**config.mk**
```make
export PLATFORM = sky130hd
export DESIGN_NAME = random_permutation_shuffler_top
export DESIGN_NICKNAME = d
export VERILOG_FILES = /design/src/rps_pkg.sv /design/src/random_permutation_shuffler_top.sv
export VERILOG_INCLUDE_DIRS = /design/src /design/src/src
export SDC_FILE = /design/constraint.sdc
export NUM_CORES = 1
export LEC_CHECK = 0
export BUFFER_PORTS_ARGS = -buffer_cell sky130_fd_sc_hd__clkbuf_2
export CELL_PAD_IN_SITES_DETAIL_PLACEMENT = 1
export CELL_PAD_IN_SITES_GLOBAL_PLACEMENT = 1
export CORE_AREA = 2 2 150 152
export DETAILED_ROUTE_END_ITERATION = 6
export DIE_AREA = 0 0 152 154
export GPL_TIMING_DRIVEN = 1
export PLACE_DENSITY = 0.71
export SETUP_SLACK_MARGIN = 0.4
export SLEW_MARGIN = 20
export SYNTH_ARGS = -nofsm -noshare
export SYNTH_HDL_FRONTEND = slang
export SYNTH_SLANG_ARGS = --single-unit
export TNS_END_PERCENT = 100
```
**constraint.sdc**
```tcl
create_clock -name clk_i -period 3.9 [get_ports clk_i]
set_input_delay 0.195 -clock clk_i [delete_from_list [all_inputs] [get_ports clk_i]]
set_output_delay 0.195 -clock clk_i [all_outputs]
set_load 0.01 [all_outputs]
```
**src/random_permutation_shuffler_top_defines.svh**
```systemverilog
// Assertion macros for the permutation shuffler
`ifndef RANDOM_PERMUTATION_SHUFFLER_TOP_DEFINES_SVH
`define RANDOM_PERMUTATION_SHUFFLER_TOP_DEFINES_SVH

// Implication checked at every clock edge outside reset
`define RPS_ASSERT_IMP(lbl, ante, cons, msg) \
  lbl: assert property (@(posedge clk_i) disable iff (!rst_ni) (ante) |-> (cons)) \
    else $error(msg);

// Condition that must hold at every clock edge outside reset
`define RPS_ASSERT_ALWAYS(lbl, cond, msg) \
  lbl: assert property (@(posedge clk_i) disable iff (!rst_ni) (cond)) else $error(msg);

// Condition in the cycle after an event
`define RPS_ASSERT_NEXT(lbl, ante, cons, msg) \
  lbl: assert property (@(posedge clk_i) disable iff (!rst_ni) (ante) |=> (cons)) \
    else $error(msg);

`endif

```
**src/rps_pkg.sv**
```systemverilog
// Types and constants for the permutation shuffler
`timescale 1ns / 1ps
`default_nettype none

package rps_pkg;

  localparam int WORD_W = 31;
  localparam int SIZE_W = 5;
  localparam int OUT_W  = 4;
  localparam int CNT_W  = $clog2(WORD_W);

  localparam logic [SIZE_W-1:0] SIZE_RESET = SIZE_W'(10);

  typedef enum logic [2:0] {
    ST_IDLE,
    ST_DIV,
    ST_RD_J,
    ST_SWAP_I,
    ST_SWAP_J,
    ST_EMIT,
    ST_RD_0,
    ST_EMIT_0
  } rps_state_e;

endpackage

`default_nettype wire

```
**src/random_permutation_shuffler_top.sv**
```systemverilog
// Fisher-Yates permutation shuffler: modulo unit, index store and output stage
//
// Usage:
//   Each input transfer on in_* carries one 31-bit random word. The block
//   reduces it modulo (i+1) with a shift-subtract unit, one bit per cycle,
//   swaps store entries i and j and emits slot i on out_*, i counting down
//   from perm_size-1. The word for slot 1 also yields slot 0 with last_o set,
//   after which the store returns to identity for the next permutation.
//   Each word takes 31 modulo steps, one store read, two store writes and
//   one output load; the word for slot 1 also reads and loads slot 0.
//   in_stall_o is high while a word is in progress. A finished result sits
//   in the output register while out_stall_i is high; the next word is taken
//   meanwhile and its result waits until that register is free.
//   cfg_* writes perm_size (clamped to 2..MAX_SIZE), always ready; a write
//   restarts the permutation at once. The user is to make a write only while
//   idle; the block itself does not enforce it.
//   Reset: perm_size = 10, store at identity, no output pending.
`timescale 1ns / 1ps
`default_nettype none
`include "random_permutation_shuffler_top_defines.svh"

module random_permutation_shuffler_top
  import rps_pkg::*;
#(
  parameter int MAX_SIZE = 16
) (
  input  wire logic                clk_i,
  input  wire logic                rst_ni,
  input  wire logic                in_valid_i,
  output logic                     in_stall_o,
  input  wire logic [WORD_W-1:0]   random_word_i,
  output logic                     out_valid_o,
  input  wire logic                out_stall_i,
  output logic [OUT_W-1:0]         position_o,
  output logic [OUT_W-1:0]         value_o,
  output logic                     last_o,
  input  wire logic                cfg_valid_i,
  output logic                     cfg_ready_o,
  input  wire logic [SIZE_W-1:0]   cfg_perm_size_i
);

  localparam int IW = $clog2(MAX_SIZE);
  localparam int DW = $clog2(MAX_SIZE + 1);

  function automatic logic [IW-1:0] last_slot(input logic [SIZE_W-1:0] sz);
    logic [IW-1:0] r;
    if (int'(sz) < 2) begin
      r = IW'(1);
    end else if (int'(sz) > MAX_SIZE) begin
      r = IW'(MAX_SIZE - 1);
    end else begin
      r = IW'(int'(sz) - 1);
    end
    return r;
  endfunction

  rps_state_e          state_q, state_d;
  logic [SIZE_W-1:0]   size_q, size_d;
  logic [IW-1:0]       slot_q, slot_d;
  logic [WORD_W-1:0]   word_q, word_d;
  logic [CNT_W-1:0]    cnt_q, cnt_d;
  logic [DW-1:0]       rem_q, rem_d;
  logic [IW-1:0]       vi_q, vi_d;
  logic [IW-1:0]       vj_q, vj_d;
  logic [MAX_SIZE-1:0] mask_q, mask_d;

  logic [IW-1:0]       mem [MAX_SIZE];
  logic [IW-1:0]       rd_data_q;
  logic                rd_vld_q;
  logic [IW-1:0]       rd_idx_q;
  logic [IW-1:0]       rd_addr;
  logic                wr_en;
  logic [IW-1:0]       wr_addr;
  logic [IW-1:0]       wr_data;
  logic [IW-1:0]       entry;

  logic                out_valid_q, out_valid_d;
  logic [OUT_W-1:0]    pos_q, val_q;
  logic                last_q;
  logic                load;
  logic [IW-1:0]       ld_pos, ld_val;
  logic                ld_last;
  logic                out_free;
  logic                clr;

  logic [IW-1:0]       cur_last;
  logic [DW-1:0]       dvs;
  logic [DW:0]         trial;
  logic [DW-1:0]       rem_step;

  assign entry    = rd_vld_q ? rd_data_q : rd_idx_q;
  assign out_free = !out_valid_q || !out_stall_i;
  assign cur_last = last_slot(size_q);
  assign dvs      = DW'(slot_q) + DW'(1);
  assign trial    = {rem_q, word_q[WORD_W-1]};
  assign rem_step = (trial >= {1'b0, dvs}) ? DW'(trial - {1'b0, dvs}) : DW'(trial);

  always_comb begin
    state_d = state_q;
    size_d  = size_q;
    slot_d  = slot_q;
    word_d  = word_q;
    cnt_d   = cnt_q;
    rem_d   = rem_q;
    vi_d    = vi_q;
    vj_d    = vj_q;
    clr     = 1'b0;
    wr_en   = 1'b0;
    wr_addr = slot_q;
    wr_data = vj_q;
    rd_addr = slot_q;
    load    = 1'b0;
    ld_pos  = slot_q;
    ld_val  = vj_q;
    ld_last = 1'b0;

    case (state_q)
      ST_IDLE: begin
        if (in_valid_i) begin
          word_d  = random_word_i;
          cnt_d   = '0;
          rem_d   = '0;
          state_d = ST_DIV;
          if (slot_q == '0 || slot_q > cur_last) begin
            clr    = 1'b1;
            slot_d = cur_last;
          end
        end
      end
      ST_DIV: begin
        rem_d  = rem_step;
        word_d = word_q << 1;
        cnt_d  = cnt_q + CNT_W'(1);
        if (cnt_q == CNT_W'(WORD_W - 1)) begin
          state_d = ST_RD_J;
        end
      end
      ST_RD_J: begin
        rd_addr = rem_q[IW-1:0];
        vi_d    = entry;
        state_d = ST_SWAP_I;
      end
      ST_SWAP_I: begin
        vj_d    = entry;
        wr_en   = 1'b1;
        wr_addr = slot_q;
        wr_data = entry;
        state_d = ST_SWAP_J;
      end
      ST_SWAP_J: begin
        wr_en   = 1'b1;
        wr_addr = rem_q[IW-1:0];
        wr_data = vi_q;
        state_d = ST_EMIT;
      end
      ST_EMIT: begin
        if (out_free) begin
          load = 1'b1;
          if (slot_q == IW'(1)) begin
            state_d = ST_RD_0;
          end else begin
            slot_d  = slot_q - IW'(1);
            state_d = ST_IDLE;
          end
        end
      end
      ST_RD_0: begin
        rd_addr = '0;
        state_d = ST_EMIT_0;
      end
      ST_EMIT_0: begin
        rd_addr = '0;
        if (out_free) begin
          load    = 1'b1;
          ld_pos  = '0;
          ld_val  = entry;
          ld_last = 1'b1;
          clr     = 1'b1;
          slot_d  = cur_last;
          state_d = ST_IDLE;
        end
      end
      default: begin
        state_d = ST_IDLE;
      end
    endcase

    // register write restarts the permutation
    if (cfg_valid_i) begin
      size_d = cfg_perm_size_i;
      slot_d = last_slot(cfg_perm_size_i);
      clr    = 1'b1;
    end

    mask_d = clr ? '0 : mask_q;
    if (wr_en) begin
      mask_d[wr_addr] = 1'b1;
    end

    if (load) begin
      out_valid_d = 1'b1;
    end else if (!out_stall_i) begin
      out_valid_d = 1'b0;
    end else begin
      out_valid_d = out_valid_q;
    end
  end

  always_ff @(posedge clk_i or negedge rst_ni) begin
    if (!rst_ni) begin
      state_q     <= ST_IDLE;
      size_q      <= SIZE_RESET;
      slot_q      <= last_slot(SIZE_RESET);
      mask_q      <= '0;
      out_valid_q <= 1'b0;
    end else begin
      state_q     <= state_d;
      size_q      <= size_d;
      slot_q      <= slot_d;
      mask_q      <= mask_d;
      out_valid_q <= out_valid_d;
    end
  end

  always_ff @(posedge clk_i) begin
    word_q <= word_d;
    cnt_q  <= cnt_d;
    rem_q  <= rem_d;
    vi_q   <= vi_d;
    vj_q   <= vj_d;
    if (load) begin
      pos_q  <= OUT_W'(ld_pos);
      val_q  <= OUT_W'(ld_val);
      last_q <= ld_last;
    end
  end

  // index store, one write and one registered read per cycle
  always_ff @(posedge clk_i) begin
    if (wr_en) begin
      mem[wr_addr] <= wr_data;
    end
    rd_data_q <= mem[rd_addr];
    rd_vld_q  <= mask_q[rd_addr];
    rd_idx_q  <= rd_addr;
  end

  assign in_stall_o  = (state_q != ST_IDLE);
  assign cfg_ready_o = 1'b1;
  assign out_valid_o = out_valid_q;
  assign position_o  = pos_q;
  assign value_o     = val_q;
  assign last_o      = last_q;

  `RPS_ASSERT_IMP(a_last_slot_zero, out_valid_o && last_o, position_o == '0, "last on nonzero slot")
  `RPS_ASSERT_ALWAYS(a_slot_nonzero, slot_q != '0, "current slot reached zero")
  `RPS_ASSERT_NEXT(a_accept_starts_div, in_valid_i && !in_stall_o, state_q == ST_DIV, "no modulo after transfer")

endmodule

`default_nettype wire
```
==> impl_results.md <==
* Yosys cell types at just over 60
* YS warnings at 0
* Logic gate share of total power at 0.353
* TNS Setup at 0 ns
* Post-DP Area at 8080 µm²
* # rows at 54
* Synth-to-layout area growth at 14.5%
* Synthesized Nets at 730
* Crit path time final at 2.88 ns
* Clk_lat worst skew at 0.43 ns
* Seq cells post-synth at 160
* Worst-path clk slew at ~0.07 ns
* Net Sw Power at 2540 µW
* # nets final at 779
* Design area at roughly 8600 µm²
* Most frequent cells in the layout: 142 x nand2_1, 122 x edfxtp_1, 51 x clkbuf_2, 43 x inv_1, 40 x nor2_1
* Skew final at 0.0124 ns
* Sequential power share at 0.417
* Leak at 0.00344 µW
* Die height at roughly 150 µm
* DRC at 0
* Detailed Route WL at approximately 18000 µm
* Final hold vios at 0
* DR WL/cell at ~18 µm
* Final setup fails at 0
* Ant. Diodes at 0
* Resized Gates After CTS at 0
* Clock Sinks at 160
* Final slew viol count at 0
* Prevailing post-synth register cell: edfxtp_1
* Crit path from: slot_q[0]
* Total iterations of the first detailed-routing run at 5
* FILL cells at around 2400
* Total setup buffers inserted after CTS at 0
* Global-route wire length before repair at 29900 µm
* Nature of the critical path startpoint: flop
* Max_cap viols at 0
* Routability cong. at roughly 0.80
* Switching Fraction at 0.378
* Post-Layout Cell Count at between 1000 and 1500
* Dpl cells at roughly 1000
* Status: complete, no violations
* Pwr dens at ~800 nW/µm²
* Asr flop ratio synth at 0.181
* CP max FO at 10
* Grt total ovfl at 0
* Chip width at roughly 150 µm
* Vias at between 5000 and 6000
* Post-synthesis cell count at 671
* Initial antenna violation count at 0
* Pin count of the biggest net entering global routing at 42
* Cell area after synthesis at 7540 µm²
* FMAX at roughly 0.35 GHz
* Area of the multi-input gates at 2630 µm²
* CTS tree: built
* Starting density of the core at 0.348
* Slew headroom at 0.284
* Critical path data required time at 4.06 ns
* Num CTS Buffers at 17
* Iter 0 DRT Violations at just under 300
* Critical path capture point type: flop
* PortBufs at about 50
* Hold_sp: random_word_i[17]
* Peak VDD IR at ~0.34 mV
* Sequential share of the synthesized area at 0.607
* Share of cells above drive strength 1 at 0.145
* Top Ports at 53
* RSZ-0062 raised after global routing: no
* Post-cts hold buffer count at 1
* Crit path DAT at about 3.0 ns
* Placeable Area at roughly 22000 µm²
* Clk root buf: clkbuf_16
* Number of enable flip-flop cells after synthesis at between 100 and 150
* Storage element area at approximately 4600 µm²
* Power share of the clock group at 0.230
* Mean Syn Cell Area at about 11 µm²
* Htree depth at 4
* DIE AREA at 23400 µm²
* Min-delay worst type: in -> reg
* HPWL Detailed at around 12000 µm
* Slew @ Worst Pin at about 1.1 ns
* Tot GR Track Use at 0.163
* Cell internal pwr at roughly 4200 µW
* Final worst-path cycle share at 0.738
* Leading cell type in the layout, fill and taps excluded: nand2_1
* Clock Tree Buf Depth at 2
* FF-to-FF Start: slot_q[0]
* Vias/cell at 5.19
* Routed Antenna Nets at 0
* Vias in the first global route at around 5500
* Critical path class: reg -> reg
-- routing by layer --
layer / routed length (µm) / share of wire / vias up / track usage
li1: - / - / 2533 / -
met1: 8710 / 0.48 / 2592 / 0.225
met2: 8600 / 0.47 / 119 / 0.257
met3: 679 / 0.037 / 14 / 0.0341
met4: 234 / 0.013 / 0 / 0.0503
met5: 0 / 0 / - / 0
-- cell type report --
type / instances / area share
timing repair buffer: 65 / 0.0421
tap: 280 / 0.0406
sequential: 160 / 0.530
clock buffer: 18 / 0.0497
inverter: 44 / 0.0197
clock inverter: 14 / 0.0126
multi-input combinational: 432 / 0.305
-- per-stage QoR --
step | setup slack [ns] | hold WS, ns | power [µW] | util
finish | 1.02 | 0.0418 | 6700 | 0.398
floorplan | 1.15 | -0.101 | 4480 | -
CTS | 1.01 | 0.0193 | 6800 | 0.398
global route | 0.837 | 0.0401 | 7200 | 0.398
detailed placement | 1.04 | 0.309 | 5210 | 0.373
global placement | 1.13 | 0.305 | 5140 | 0.373
-- worst paths after layout --
| kind | endpoint | slack [ns] | cells past startpoint |
|---|---|---|---|
| worst max-delay path | rem_q[3] | 1.02 | 9 |
| worst min-delay path | word_q[17] | 0.04 | 3 |
| worst max register to register | rem_q[3] | 1.02 | 9 |
| worst min register to register | word_q[12] | 0.51 | 2 |
| max in group asynchronous | mask_q[9] | 3.01 | 2 |
| min in group asynchronous | slot_q[1] | 0.38 | 2 |
-- flip-flops by register name (all words and copies together), names as in the netlist, 5 cells and up --
| signal | flops |
|---|---|
| cnt_q | 5 |
| mask_q | 16 |
| rem_q | 5 |
| mem | 64 |
| size_q | 5 |
| word_q | 31 |
-- power groups by stage --
| stage | Clock, µW | Combinational [µW] | Sequential [µW] |
|---|---|---|---|
| floorplan | 0 | 1790 | 2680 |
| global placement | 0 | 2330 | 2810 |
| detailed placement | 0 | 2380 | 2830 |
| CTS | 1580 | 2410 | 2800 |
| global route | 1650 | 2700 | 2850 |
| finish | 1540 | 2370 | 2800 |
-- cells in the mapped netlist, drive strengths merged, types with 2 or more instances --
cell      n  area share
nand2   142       0.071
edfxtp  122        0.49
inv      44       0.023
nor2     40       0.020
a21oi    34       0.023
mux2i    26       0.035
dfrtp    25       0.083
a221oi   21       0.024
clkbuf   19      0.0096
ha       17       0.028
buf      16       0.013
o21ai    16       0.011
o32ai    16       0.019
nor3     11      0.0073
nand3    10      0.0066
dfxtp     9       0.024
a21o      7      0.0070
a31oi     7      0.0058
a221o     6      0.0080
nor2b     6      0.0050
or4       6      0.0060
nand2b    5      0.0042
nor3b     5      0.0056
xor2      5      0.0058
and2      4      0.0033
dfstp     4       0.014
nand4     4      0.0033
a211oi    3      0.0037
mux2      3      0.0045
nand3b    3      0.0030
o211ai    3      0.0030
o31ai     3      0.0030
xnor2     3      0.0035
a32oi     2      0.0023
and3      2      0.0017
o21a      2      0.0020
or2       2      0.0017
or3       2      0.0017
-- worst max-delay path, cell delays in order (launching register included) --
cell     delay, ns
dfstp_2       0.67
inv_1         0.22
ha_1          0.34
inv_1         0.07
fa_1          0.43
a21o_1        0.18
a21o_1        0.21
a21oi_1       0.27
or3b_2        0.17
a21oi_1       0.05
-- kinds of logic (layout without fill, tap and decap cells) --
kind of cell               after synthesis  in the layout  share of synthesized area
AOI/OAI and AO/OA                      129            129                      0.122
xor gates and xnor gates                 8              8                    0.00930
adders and majority gates               18             18                     0.0309
buffers and inverters                   79            141                     0.0453
DFF                                    160            160                      0.607
muxes                                   29             29                     0.0390
other                                    1              1                   0.000498
and+or+nand+nor                        247            247                      0.146
(Power assumes the default switching activity.)
